**config.mk**
```make
export PLATFORM = sky130hd
export DESIGN_NAME = camera_health_monitor
export DESIGN_NICKNAME = d
export VERILOG_FILES = /design/src/chm_pkg.sv /design/src/camera_health_monitor.sv
export VERILOG_INCLUDE_DIRS = /design/src /design/src/src
export SDC_FILE = /design/constraint.sdc
export NUM_CORES = 1
export LEC_CHECK = 0
export BUFFER_PORTS_ARGS = -buffer_cell sky130_fd_sc_hd__buf_2
export CAP_MARGIN = 20
export CORE_MARGIN = 2
export CORE_UTILIZATION = 40
export CTS_CLUSTER_DIAMETER = 200
export DETAILED_ROUTE_END_ITERATION = 16
export GPL_TIMING_DRIVEN = 0
export HOLD_SLACK_MARGIN = 0.08
export PLACE_DENSITY_LB_ADDON = 0.25
export SLEW_MARGIN = 20
export SYNTH_ARGS = -nofsm -noshare
export SYNTH_HDL_FRONTEND = slang
export SYNTH_SLANG_ARGS = --single-unit
```
**constraint.sdc**
```tcl
create_clock -name clk -period 10.44 [get_ports clk]
set_input_delay 0.522 -clock clk [delete_from_list [all_inputs] [get_ports clk]]
set_output_delay 0.522 -clock clk [all_outputs]
set_load 0.02 [all_outputs]
```
**src/assert_macros.svh**
```systemverilog
// shared assertion macros, clocked on clk and disabled while arst_n is low
`ifndef ASSERT_MACROS_SVH
`define ASSERT_MACROS_SVH

// property must hold at every rising edge out of reset
`define ASSERT_AT(label, prop, msg) \
	label: assert property (@(posedge clk) disable iff (!arst_n) prop) else $error(msg);

// expression must never be true at a rising edge out of reset
`define ASSERT_NEVER(label, expr, msg) \
	`ASSERT_AT(label, !(expr), msg)

`endif

```
**src/chm_pkg.sv**
```systemverilog
package chm_pkg;

	localparam int LUMA_WIDTH      = 32;
	localparam int COUNT_WIDTH     = 24;
	localparam int CFG_INDEX_WIDTH = 2;
	localparam int CFG_DATA_WIDTH  = 8;

	// register indexes on the config port
	localparam logic [CFG_INDEX_WIDTH-1:0] REG_WHITE_LEVEL   = 2'd0;
	localparam logic [CFG_INDEX_WIDTH-1:0] REG_BLACK_LEVEL   = 2'd1;
	localparam logic [CFG_INDEX_WIDTH-1:0] REG_EXPOSURE_HOLD = 2'd2;
	localparam logic [CFG_INDEX_WIDTH-1:0] REG_FREEZE_HOLD   = 2'd3;

	localparam logic [CFG_DATA_WIDTH-1:0] WHITE_LEVEL_RST   = 8'd240;
	localparam logic [CFG_DATA_WIDTH-1:0] BLACK_LEVEL_RST   = 8'd12;
	localparam logic [CFG_DATA_WIDTH-1:0] EXPOSURE_HOLD_RST = 8'd5;
	localparam logic [CFG_DATA_WIDTH-1:0] FREEZE_HOLD_RST   = 8'd8;

	localparam logic [LUMA_WIDTH-1:0] MEAN_NO_STATS = 32'd128;

	// changed*1000 < 2*count is the same test as changed*500 < count
	localparam int CHANGE_SCALE = 1000;
	localparam int CHANGE_MIN   = 2;
	localparam int CHANGE_RATIO = CHANGE_SCALE / CHANGE_MIN;
	localparam int PROD_WIDTH   = COUNT_WIDTH + $clog2(CHANGE_RATIO);

	localparam int DIV_CNT_WIDTH = $clog2(LUMA_WIDTH);

	typedef enum logic [1:0] {
		FSM_IDLE,
		FSM_DIV,
		FSM_DONE
	} fsm_t;

	typedef enum logic [1:0] {
		HEALTH_OK       = 2'd0,
		HEALTH_WHITEOUT = 2'd1,
		HEALTH_BLACKOUT = 2'd2,
		HEALTH_FROZEN   = 2'd3
	} cam_state_t;

	typedef struct packed {
		logic [LUMA_WIDTH-1:0]  luma_total;
		logic [COUNT_WIDTH-1:0] pixel_count;
		logic [COUNT_WIDTH-1:0] changed_pixels;
	} in_req_t;

	typedef struct packed {
		cam_state_t camera_state;
		logic       state_changed;
	} out_req_t;

endpackage

```
**src/camera_health_monitor.sv**
```systemverilog
// camera health monitor
// one request per video frame enters on in_valid/in_stall/in_data: luma sum,
// pixel count and changed-pixel count. one request leaves per input on
// out_valid/out_stall/out_data: camera state (ok, whiteout, blackout, frozen)
// and a flag set when that state differs from the one before.
// thresholds and holds are written on cfg_write/cfg_index/cfg_data; the user
// must do so while idle, unenforced by the block; they take effect next frame.
// the mean luma comes from a restoring divider that settles one quotient bit
// per clock. a frame goes through the divide state and then the commit state,
// and a new frame is taken only after the last one is committed.
// in_stall is high from acceptance until the result is committed; a finished
// result sits in the output register, so the next frame may be accepted
// while the receiver still stalls. a stalled result waits in the commit
// cycle only if the output register is still full.
// reset (arst_n low) returns the state to ok, clears both streaks and loads
// the register defaults (white 240, black 12, exposure hold 5, freeze hold 8).
`include "assert_macros.svh"

module camera_health_monitor #(
	parameter int STREAK_WIDTH = 8
) (
	input  logic                                    clk,
	input  logic                                    arst_n,
	input  logic                                    cfg_write,
	input  logic [chm_pkg::CFG_INDEX_WIDTH-1:0]     cfg_index,
	input  logic [chm_pkg::CFG_DATA_WIDTH-1:0]      cfg_data,
	input  logic                                    in_valid,
	output logic                                    in_stall,
	input  chm_pkg::in_req_t                        in_data,
	output logic                                    out_valid,
	input  logic                                    out_stall,
	output chm_pkg::out_req_t                       out_data
);

	localparam int LW  = chm_pkg::LUMA_WIDTH;
	localparam int CW  = chm_pkg::COUNT_WIDTH;
	localparam int PW  = chm_pkg::PROD_WIDTH;
	localparam int DCW = chm_pkg::DIV_CNT_WIDTH;
	// width that holds both a streak and an 8-bit hold for the compare
	localparam int CMP_W = (STREAK_WIDTH > chm_pkg::CFG_DATA_WIDTH) ?
		STREAK_WIDTH : chm_pkg::CFG_DATA_WIDTH;
	localparam logic [STREAK_WIDTH-1:0] STREAK_MAX = '1;
	localparam logic [DCW-1:0] DIV_LAST = DCW'(LW - 1);

	// configuration registers
	logic [chm_pkg::CFG_DATA_WIDTH-1:0] white_level_q;
	logic [chm_pkg::CFG_DATA_WIDTH-1:0] black_level_q;
	logic [chm_pkg::CFG_DATA_WIDTH-1:0] exposure_hold_q;
	logic [chm_pkg::CFG_DATA_WIDTH-1:0] freeze_hold_q;

	// control and health state
	chm_pkg::fsm_t       fsm_q, fsm_d;
	logic [DCW-1:0]      div_cnt_q;
	chm_pkg::cam_state_t cur_state_q;
	logic [STREAK_WIDTH-1:0] exposure_q, freeze_q;
	logic                out_valid_q;

	// divider datapath: dividend shifts out at the top, quotient in at the bottom
	logic [LW-1:0]       dq_q;
	logic [CW-1:0]       rem_q;
	logic [CW-1:0]       count_q;
	logic [PW-1:0]       prod_q;
	chm_pkg::out_req_t   out_data_q;

	logic                accept, commit;
	logic [CW:0]         trial, trial_diff;
	logic                trial_ge;

	logic [LW-1:0]       mean;
	logic                over, under, low_change;
	logic [STREAK_WIDTH-1:0] exposure_inc, freeze_inc, exposure_d, freeze_d;
	chm_pkg::cam_state_t next_state;

	assign accept = in_valid && !in_stall;

	// config writes, made only while idle by contract; the block does not check it
	always_ff @(posedge clk or negedge arst_n) begin
		if (!arst_n) begin
			white_level_q   <= chm_pkg::WHITE_LEVEL_RST;
			black_level_q   <= chm_pkg::BLACK_LEVEL_RST;
			exposure_hold_q <= chm_pkg::EXPOSURE_HOLD_RST;
			freeze_hold_q   <= chm_pkg::FREEZE_HOLD_RST;
		end else if (cfg_write) begin
			unique case (cfg_index)
				chm_pkg::REG_WHITE_LEVEL:   white_level_q   <= cfg_data;
				chm_pkg::REG_BLACK_LEVEL:   black_level_q   <= cfg_data;
				chm_pkg::REG_EXPOSURE_HOLD: exposure_hold_q <= cfg_data;
				chm_pkg::REG_FREEZE_HOLD:   freeze_hold_q   <= cfg_data;
				default: ;
			endcase
		end
	end

	// sequencer next state
	always_comb begin
		fsm_d = fsm_q;
		unique case (fsm_q)
			chm_pkg::FSM_IDLE: if (accept) fsm_d = chm_pkg::FSM_DIV;
			chm_pkg::FSM_DIV:  if (div_cnt_q == DIV_LAST) fsm_d = chm_pkg::FSM_DONE;
			chm_pkg::FSM_DONE: if (commit) fsm_d = chm_pkg::FSM_IDLE;
			default:           fsm_d = chm_pkg::FSM_IDLE;
		endcase
	end

	// sequencer outputs: busy from accept to commit; commit needs a free
	// output register or one being drained this cycle
	always_comb begin
		in_stall = (fsm_q != chm_pkg::FSM_IDLE);
		commit   = (fsm_q == chm_pkg::FSM_DONE) && (!out_valid_q || !out_stall);
	end

	always_ff @(posedge clk or negedge arst_n) begin
		if (!arst_n) begin
			fsm_q     <= chm_pkg::FSM_IDLE;
			div_cnt_q <= '0;
		end else begin
			fsm_q <= fsm_d;
			if (accept) begin
				div_cnt_q <= '0;
			end else if (fsm_q == chm_pkg::FSM_DIV) begin
				div_cnt_q <= div_cnt_q + 1'b1;
			end
		end
	end

	// one restoring divide step: bring down the next dividend bit, subtract
	// the count when it fits
	always_comb begin
		trial      = {rem_q, dq_q[LW-1]};
		trial_diff = trial - {1'b0, count_q};
		trial_ge   = (trial >= {1'b0, count_q});
	end

	// datapath registers carry no reset
	always_ff @(posedge clk) begin
		if (accept) begin
			dq_q    <= in_data.luma_total;
			rem_q   <= '0;
			count_q <= in_data.pixel_count;
			// constant multiply for the low-change test
			prod_q  <= PW'(in_data.changed_pixels) * PW'(chm_pkg::CHANGE_RATIO);
		end else if (fsm_q == chm_pkg::FSM_DIV) begin
			dq_q  <= {dq_q[LW-2:0], trial_ge};
			rem_q <= trial_ge ? trial_diff[CW-1:0] : trial[CW-1:0];
		end
	end

	// frame classification and next health state, evaluated in the commit cycle
	always_comb begin
		mean       = (count_q == '0) ? chm_pkg::MEAN_NO_STATS : dq_q;
		over       = mean > LW'(white_level_q);
		under      = mean < LW'(black_level_q);
		// a zero product means no changed pixels at all
		low_change = (prod_q == '0) || (prod_q < PW'(count_q));

		exposure_inc = (exposure_q == STREAK_MAX) ? exposure_q : exposure_q + 1'b1;
		freeze_inc   = (freeze_q == STREAK_MAX) ? freeze_q : freeze_q + 1'b1;

		if (over || under) begin
			exposure_d = exposure_inc;
			freeze_d   = '0;
		end else if (low_change) begin
			exposure_d = '0;
			freeze_d   = freeze_inc;
		end else begin
			exposure_d = '0;
			freeze_d   = '0;
		end

		// freeze wins over exposure; a zero hold always fires
		if (CMP_W'(freeze_d) >= CMP_W'(freeze_hold_q)) begin
			next_state = chm_pkg::HEALTH_FROZEN;
		end else if (CMP_W'(exposure_d) >= CMP_W'(exposure_hold_q)) begin
			next_state = over ? chm_pkg::HEALTH_WHITEOUT : chm_pkg::HEALTH_BLACKOUT;
		end else if ((exposure_d == '0) && (freeze_d == '0)) begin
			next_state = chm_pkg::HEALTH_OK;
		end else begin
			next_state = cur_state_q;
		end
	end

	always_ff @(posedge clk or negedge arst_n) begin
		if (!arst_n) begin
			cur_state_q <= chm_pkg::HEALTH_OK;
			exposure_q  <= '0;
			freeze_q    <= '0;
		end else if (commit) begin
			cur_state_q <= next_state;
			exposure_q  <= exposure_d;
			freeze_q    <= freeze_d;
		end
	end

	// output register: holds a result until the receiver takes it
	always_ff @(posedge clk or negedge arst_n) begin
		if (!arst_n) begin
			out_valid_q <= 1'b0;
		end else if (commit) begin
			out_valid_q <= 1'b1;
		end else if (!out_stall) begin
			out_valid_q <= 1'b0;
		end
	end

	always_ff @(posedge clk) begin
		if (commit) begin
			out_data_q.camera_state  <= next_state;
			out_data_q.state_changed <= (next_state != cur_state_q);
		end
	end

	assign out_valid = out_valid_q;
	assign out_data  = out_data_q;

	// an accepted frame always starts the divider
	`ASSERT_AT(a_accept_starts_div, accept |=> (fsm_q == chm_pkg::FSM_DIV),
		"accepted frame did not start the divider")
	// a fresh result only appears out of the commit cycle
	`ASSERT_AT(a_result_from_commit, $rose(out_valid_q) |-> $past(fsm_q == chm_pkg::FSM_DONE),
		"result appeared without a commit")
	// the pending result always shows the current health state
	`ASSERT_NEVER(a_out_matches_state, out_valid_q && (out_data_q.camera_state != cur_state_q),
		"pending result disagrees with the stored state")

endmodule

```
==> impl_metrics.yaml, run 1 <==
run_status:
  outcome: "completed"
floorplanning:
  num_rows: 67
  fp.dieH_um: 187
  die-width_um: 187
  coreArea_sq_mm: 0.0334
  die_area_sq_mm: 0.0351
  io_pins: 100
  start_util_pct: 40.3
timing:
  fmax_ghz: 0.148
  post-route-period-util_pct: 64.5
  fin_ws_ns: 3.70
  tightest_slew_ns: 0.911
  finalHoldViolations: 0
  period_minus_slack_ns: 6.74
  rsz0062_at_grt: "no"
  slew_headroom_pct: 38.7
  fin_worst_skew_ns: 0.0126
  finalSetupTns_ns: 0
  setup-violations-final: 0
  slew_viol_final: 0
grt:
  overflow: 0
  grtUsageTotal_pct: 17.4
  grt_pass1_vias: 10101
  grt_start_max_net_pins: 59
  grt_pass1_wl_mm: 49.8
  antenna_found_initial: 0
clock_network:
  htreeDepth: 4
  ctsResizeCount: 0
  clk-insertion-delay-late_ns: 0.44
  clockBufferDepth: 2
  path_clk_slew_ns: 0.07
  holdBufCountCts: 0
  cts-root-buf: "clkbuf_16"
  clock_sinks: 172
  cts_made_buffers: 17
  cts_setup_buffers: 0
  cts_tree: "yes"
layout:
  mostFrequentLayoutCells: "nand2_1, ha_1, inv_1, buf_2, edfxtp_1"
  area_growth_syn_to_layout_pct: 12.6
  drive_above_1_share_pct: 13.0
  mostFrequentLayoutCell: "nand2_1"
  fillers: 3275
  nets: 1773
  antenna_cells: 0
drt:
  postRouteWirelength_mm: 29.3
  drt-initial-drc-count: 515
  wl_met2_mm: 13.9
  wl_met1_mm: 14.1
  vias: 9941
  avgViaCountPerCell: 5.22
  wl_per_cell_um: 15.4
  top_layer: "met5"
  drt_first_pass_iters: 5
  wl_met3_um: 873
  drc: 0
  ant_nets: 0
place:
  pre_cts_ws_ns: 3.35
  portBuffers: 99
  gp_congestion: 0.836
  hpwlAfterDp_mm: 23.4
worst_setup_path:
  worst-path-max-fanout: 10
  cp.required_ns: 10.65
  r2r-start: "count_q[19]$_DFFE_PP_"
  arrival_ns: 6.94
  critPathKind: "register to register"
  startpoint_type: "register"
  crit_start: "count_q[19]$_DFFE_PP_"
  cp-end-kind: "register"
yosys:
  synth_cell_types: 76
  ys_async_sr_fraction_pct: 33.7
  synth.cell_area_sq_mm: 0.0135
  syn-num-nets: 1654
  avgSynthCellArea_sq_um: 10.2
  seq_area_frac_synth_pct: 34.5
  yosys.area.top_type_share_pct: 20.1
  synth_top_cell_by_area: "edfxtp_1"
  synth_ff_type: "edfxtp_1"
  yosysWarnings: 0
  synth_edf_count: 90
  ys_ff_latch: 172
  synthTopCellsByArea: "edfxtp_1, ha_1, fa_1"
  synth_cells: 1324
job:
  maxCapViolCount: 0
power:
  ir_worst_vdd_mv: 0.137
  powerDensity_mw_per_mm2: 267
  p_leak_nw: 6.67
min_path:
  min_path_type: "input pin to asynchronous set/reset pin"
==> synthesized netlist by cell type (all sizes together) (9+ instances only) <==
master / instances
a211oi: 11
a21o: 18
a21oi: 59
and3: 9
clkbuf: 25
dfrtp: 49
dfstp: 9
dfxtp: 24
edfxtp: 90
fa: 87
ha: 148
inv: 108
mux2: 31
mux2i: 25
nand2: 187
nand2b: 15
nand3: 27
nand4: 17
nor2: 67
nor2b: 15
nor3: 17
nor4: 21
o211ai: 11
o21a: 9
o21ai: 74
or3: 10
xnor2: 34
xor2: 18
==> path summary, 6_finish.rpt <==
kind | endpoint | slack, ns | depth (start not counted)
min in group clk | count_q[4]$_DFFE_PP_ | 0.25 | 1
hold / removal | freeze_q[4]$_DFFE_PN0P_ | 0.14 | 1
hold reg to reg | rem_q[13]$_SDFFE_PP0P_ | 0.48 | 2
max in group asynchronous | exposure_q[5]$_DFFE_PN0P_ | 9.79 | 1
setup / recovery | out_data[0]$_DFFE_PP_ | 3.70 | 22
setup reg to reg | out_data[0]$_DFFE_PP_ | 3.70 | 22
==> critical path, stage by stage, from the launching register on <==
cell and delay (ns):
edfxtp_1 0.41, nor4_1 0.72, nand4_1 0.45, nor2_2 0.47
nor2b_1 0.13, ha_1 0.32, nand2_1 0.10, or3_1 0.43
nor4b_1 0.26, a221o_1 0.15, a21oi_1 0.11, or4_1 0.58
buf_2 0.18, buf_6 0.15, nand2b_1 0.14, ha_1 0.26
nand2b_1 0.14, a21o_1 0.18, a21oi_1 0.14, o21ai_0 0.13
o41ai_2 0.54, o22ai_1 0.13, a221oi_1 0.38
==> metal layers <==
layer  track usage, %  up-vias
li1                 -     4964
met3             2.72       26
met5                0        -
met4             4.09        2
met1             23.4     4791
met2             29.7      158
==> layout make-up <==
cell class	count	area (sq um)	share of cell area, %
Multi-Input combinational cell	1012	8270	54.6
Sequential cell	172	4650	30.7
Tap cell	448	561	3.70
Timing Repair Buffer	100	518	3.42
Clock buffer	18	429	2.83
Inverter	109	409	2.70
Clock inverter	14	184	1.21
Buffer	31	133	0.875
==> kinds of logic after synthesis <==
logic type | synth area share (%)
XOR/XNOR | 3.39
AO/OA/AOI/OAI | 12.0
adder cells (fa/ha/maj) | 26.8
multiplexers | 4.46
AND/OR/NAND/NOR | 14.8
buffers and inverters | 4.02
flip-flops | 34.5
==> state kept, by name (all words and copies together) (netlist names), 3 cells and up <==
register,cells
black_level_q,8
count_q,24
div_cnt_q,5
dq_q,32
exposure_hold_q,8
exposure_q,8
freeze_hold_q,8
freeze_q,8
out_data,3
prod_q,31
rem_q,24
white_level_q,8
==> metrics by stage <==
step	total power, mW	instances	instance area [sq um]	util (%)	hold slack, ns
6_report	4.04	1904	15200	45.4	0.136
5_1_grt	4.44	1904	15200	45.4	0.209
4_1_cts	4.08	1904	15100	45.4	0.171
3_5_place_dp	3.38	1872	14500	43.6	0.469
3_3_place_gp	3.34	1871	14500	43.5	0.459
2_1_floorplan	2.89	1324	13500	-	0.226
==> where the power goes <==
group | switching, mW | internal (mW)
sequential | 0.125 | 1.03
clock | 0.293 | 0.383
combinational | 1.22 | 0.983
Power figures use the tool's default switching activity.
==> run 2: changes to the inputs <==
==> constraint.sdc (replaced) <==
create_clock -name clk -period 5.45 [get_ports clk]
set_input_delay 0.2725 -clock clk [delete_from_list [all_inputs] [get_ports clk]]
set_output_delay 0.2725 -clock clk [all_outputs]
set_load 0.02 [all_outputs]
==> impl_metrics.yaml, run 2 (same netlist as run 1, synthesis figures left out) <==
worst_setup_path:
  arrival_ns: 5.48
  cp_slowest_cell: "or4_4"
  crit_family: "simple AND/OR/NAND/NOR gates"
  cp-end-kind: "register"
  worst-path-max-fanout: 7
  path_cells: "nor4_4, nand4_1, buf_6, nor2_4, buf_12, nor2b_4, ha_4, nand3_2, or3_4, nor4b_4, a221o_1, a21oi_4, or4_4, nand2b_4, ha_4, nand2b_4, a21o_1, a21oi_2, o21ai_2, o41ai_4, buf_4, nand3b_1, o22ai_2, a221oi_2"
  critPathKind: "register to register"
  r2r_cells: 24
  worst-path-buf-inv: 3
  max_stage_delay_ns: 0.61
  crit_cells: 24
  startpoint_type: "register"
  cp.required_ns: 5.63
layout:
  design_area_sq_mm: 0.0158
  area_growth_syn_to_layout_pct: 17.8
  antenna_cells: 0
  largest_reg_flops: 32
  largest_registers: "dq_q x32, prod_q x31"
  mostFrequentLayoutCell: "nand2_1"
  drive_above_1_share_pct: 15.4
  regMostFlops: "dq_q"
  final_core_util_pct: 47.5
  mostFrequentLayoutCells: "nand2_1, ha_1, inv_1, buf_2, edfxtp_1"
  nets: 1821
timing:
  finalSetupTns_ns: 0
  slew_viol_final: 0
  slew_headroom_pct: 46.6
  fin_worst_skew_ns: 0.0125
  finalHoldViolations: 0
  post-route-period-util_pct: 97.2
  rsz0062_at_grt: "yes"
  setup-violations-final: 0
  tightest_slew_ns: 0.795
  period_minus_slack_ns: 5.30
  fmax_ghz: 0.189
clock_network:
  path_clk_slew_ns: 0.07
  clock_sinks: 172
  clockBufferDepth: 2
  cts_made_buffers: 17
  cts-root-buf: "clkbuf_16"
  clk-insertion-delay-late_ns: 0.44
  htreeDepth: 4
  cts_tree: "yes"
place:
  gp_congestion: 0.836
  placed_cell_area_sq_mm: 0.0145
  portBuffers: 99
  hpwlAfterDp_mm: 23.4
power:
  powerDensity_mw_per_mm2: 495
  ir_worst_vdd_mv: 0.262
  p_leak_nw: 6.96
floorplanning:
  num_rows: 67
  coreArea_sq_mm: 0.0334
  io_pins: 100
  fp.dieH_um: 187
  die-width_um: 187
  start_util_pct: 40.3
  die_area_sq_mm: 0.0351
drt:
  drc: 0
  avgViaCountPerCell: 5.21
  drt_first_pass_iters: 5
  postRouteWirelength_mm: 30.0
  wl_per_cell_um: 15.4
  vias: 10167
  drt-initial-drc-count: 515
  ant_nets: 0
grt:
  grt_pass1_wl_mm: 50.8
  antenna_found_initial: 0
  grtUsageTotal_pct: 17.8
  grt_start_max_net_pins: 59
  overflow: 0
  grt_pass1_vias: 10393
run_status:
  outcome: "completed"
min_path:
  holdPathStages: 3
  min_path_type: "input pin to register"
job:
  maxCapViolCount: 0
[run 2: per-stage QoR]
stage               cells  total power, mW  worst slack (ns)  hold WS [ns]
floorplan            1324             5.53             0.142       -0.0231
finish               1952             7.84             0.153        0.0952
global route         1952             8.61           -0.0424        0.0924
global placement     1871             6.41             -1.60         0.450
detailed placement   1872             6.48             -1.64         0.402
CTS                  1945             7.87           0.00504        0.0805
[run 2: where the power goes]
part | leakage, nW | switching [mW] | internal (mW)
Sequential | 1.74 | 0.245 | 1.98
Clock | 0.292 | 0.561 | 0.733
Combinational | 4.92 | 2.37 | 1.95
[run 2: repair_timing]
item                       in CTS  in global routing
resized for setup              28                 22
hold buffers                   35                  0
buffers inserted                7                  8
pin swaps                      13                 17
setup endpoints to repair       5                  5
hold endpoints to repair       83                  0
[run 2: layout make-up]
cell class	count	area, sq um
Tap cell	448	561
Fill cell	3200	17500
Timing Repair Buffer	150	1000
Inverter	109	409
Multi-Input combinational cell	1012	8500
Clock inverter	14	184
Buffer	29	120
Sequential cell	172	4650
Clock buffer	18	429
[run 2: final timing paths]
path	start	endpoint	slack, ns
setup reg to reg	count_q[15]$_DFFE_PP_	out_data[0]$_DFFE_PP_	0.15
min in group asynchronous	arst_n	freeze_q[2]$_DFFE_PN0P_	0.43
hold / removal	in_data[59]	dq_q[11]$_DFFE_PP_	0.1
hold reg to reg	rem_q[13]$_SDFFE_PP0P_	rem_q[13]$_SDFFE_PP0P_	0.48
setup / recovery	count_q[15]$_DFFE_PP_	out_data[0]$_DFFE_PP_	0.15
max in group asynchronous	arst_n	exposure_q[5]$_DFFE_PN0P_	4.46
[run 2: per-layer routing]
| metal | vias up | routed length, um | track usage, % |
|---|---|---|---|
| met4 | 0 | 364 | 4.12 |
| met1 | 4920 | 14300 | 23.5 |
| met5 | - | 0 | 0 |
| li1 | 5064 | - | - |
| met3 | 26 | 871 | 2.81 |
| met2 | 157 | 14500 | 30.7 |
[run 2: worst min-delay path, delay by kind of cell]
kind | cells | cell delay, ns
buffers and inverters | 1 | 0.07
and+or+nand+nor | 2 | 0.09
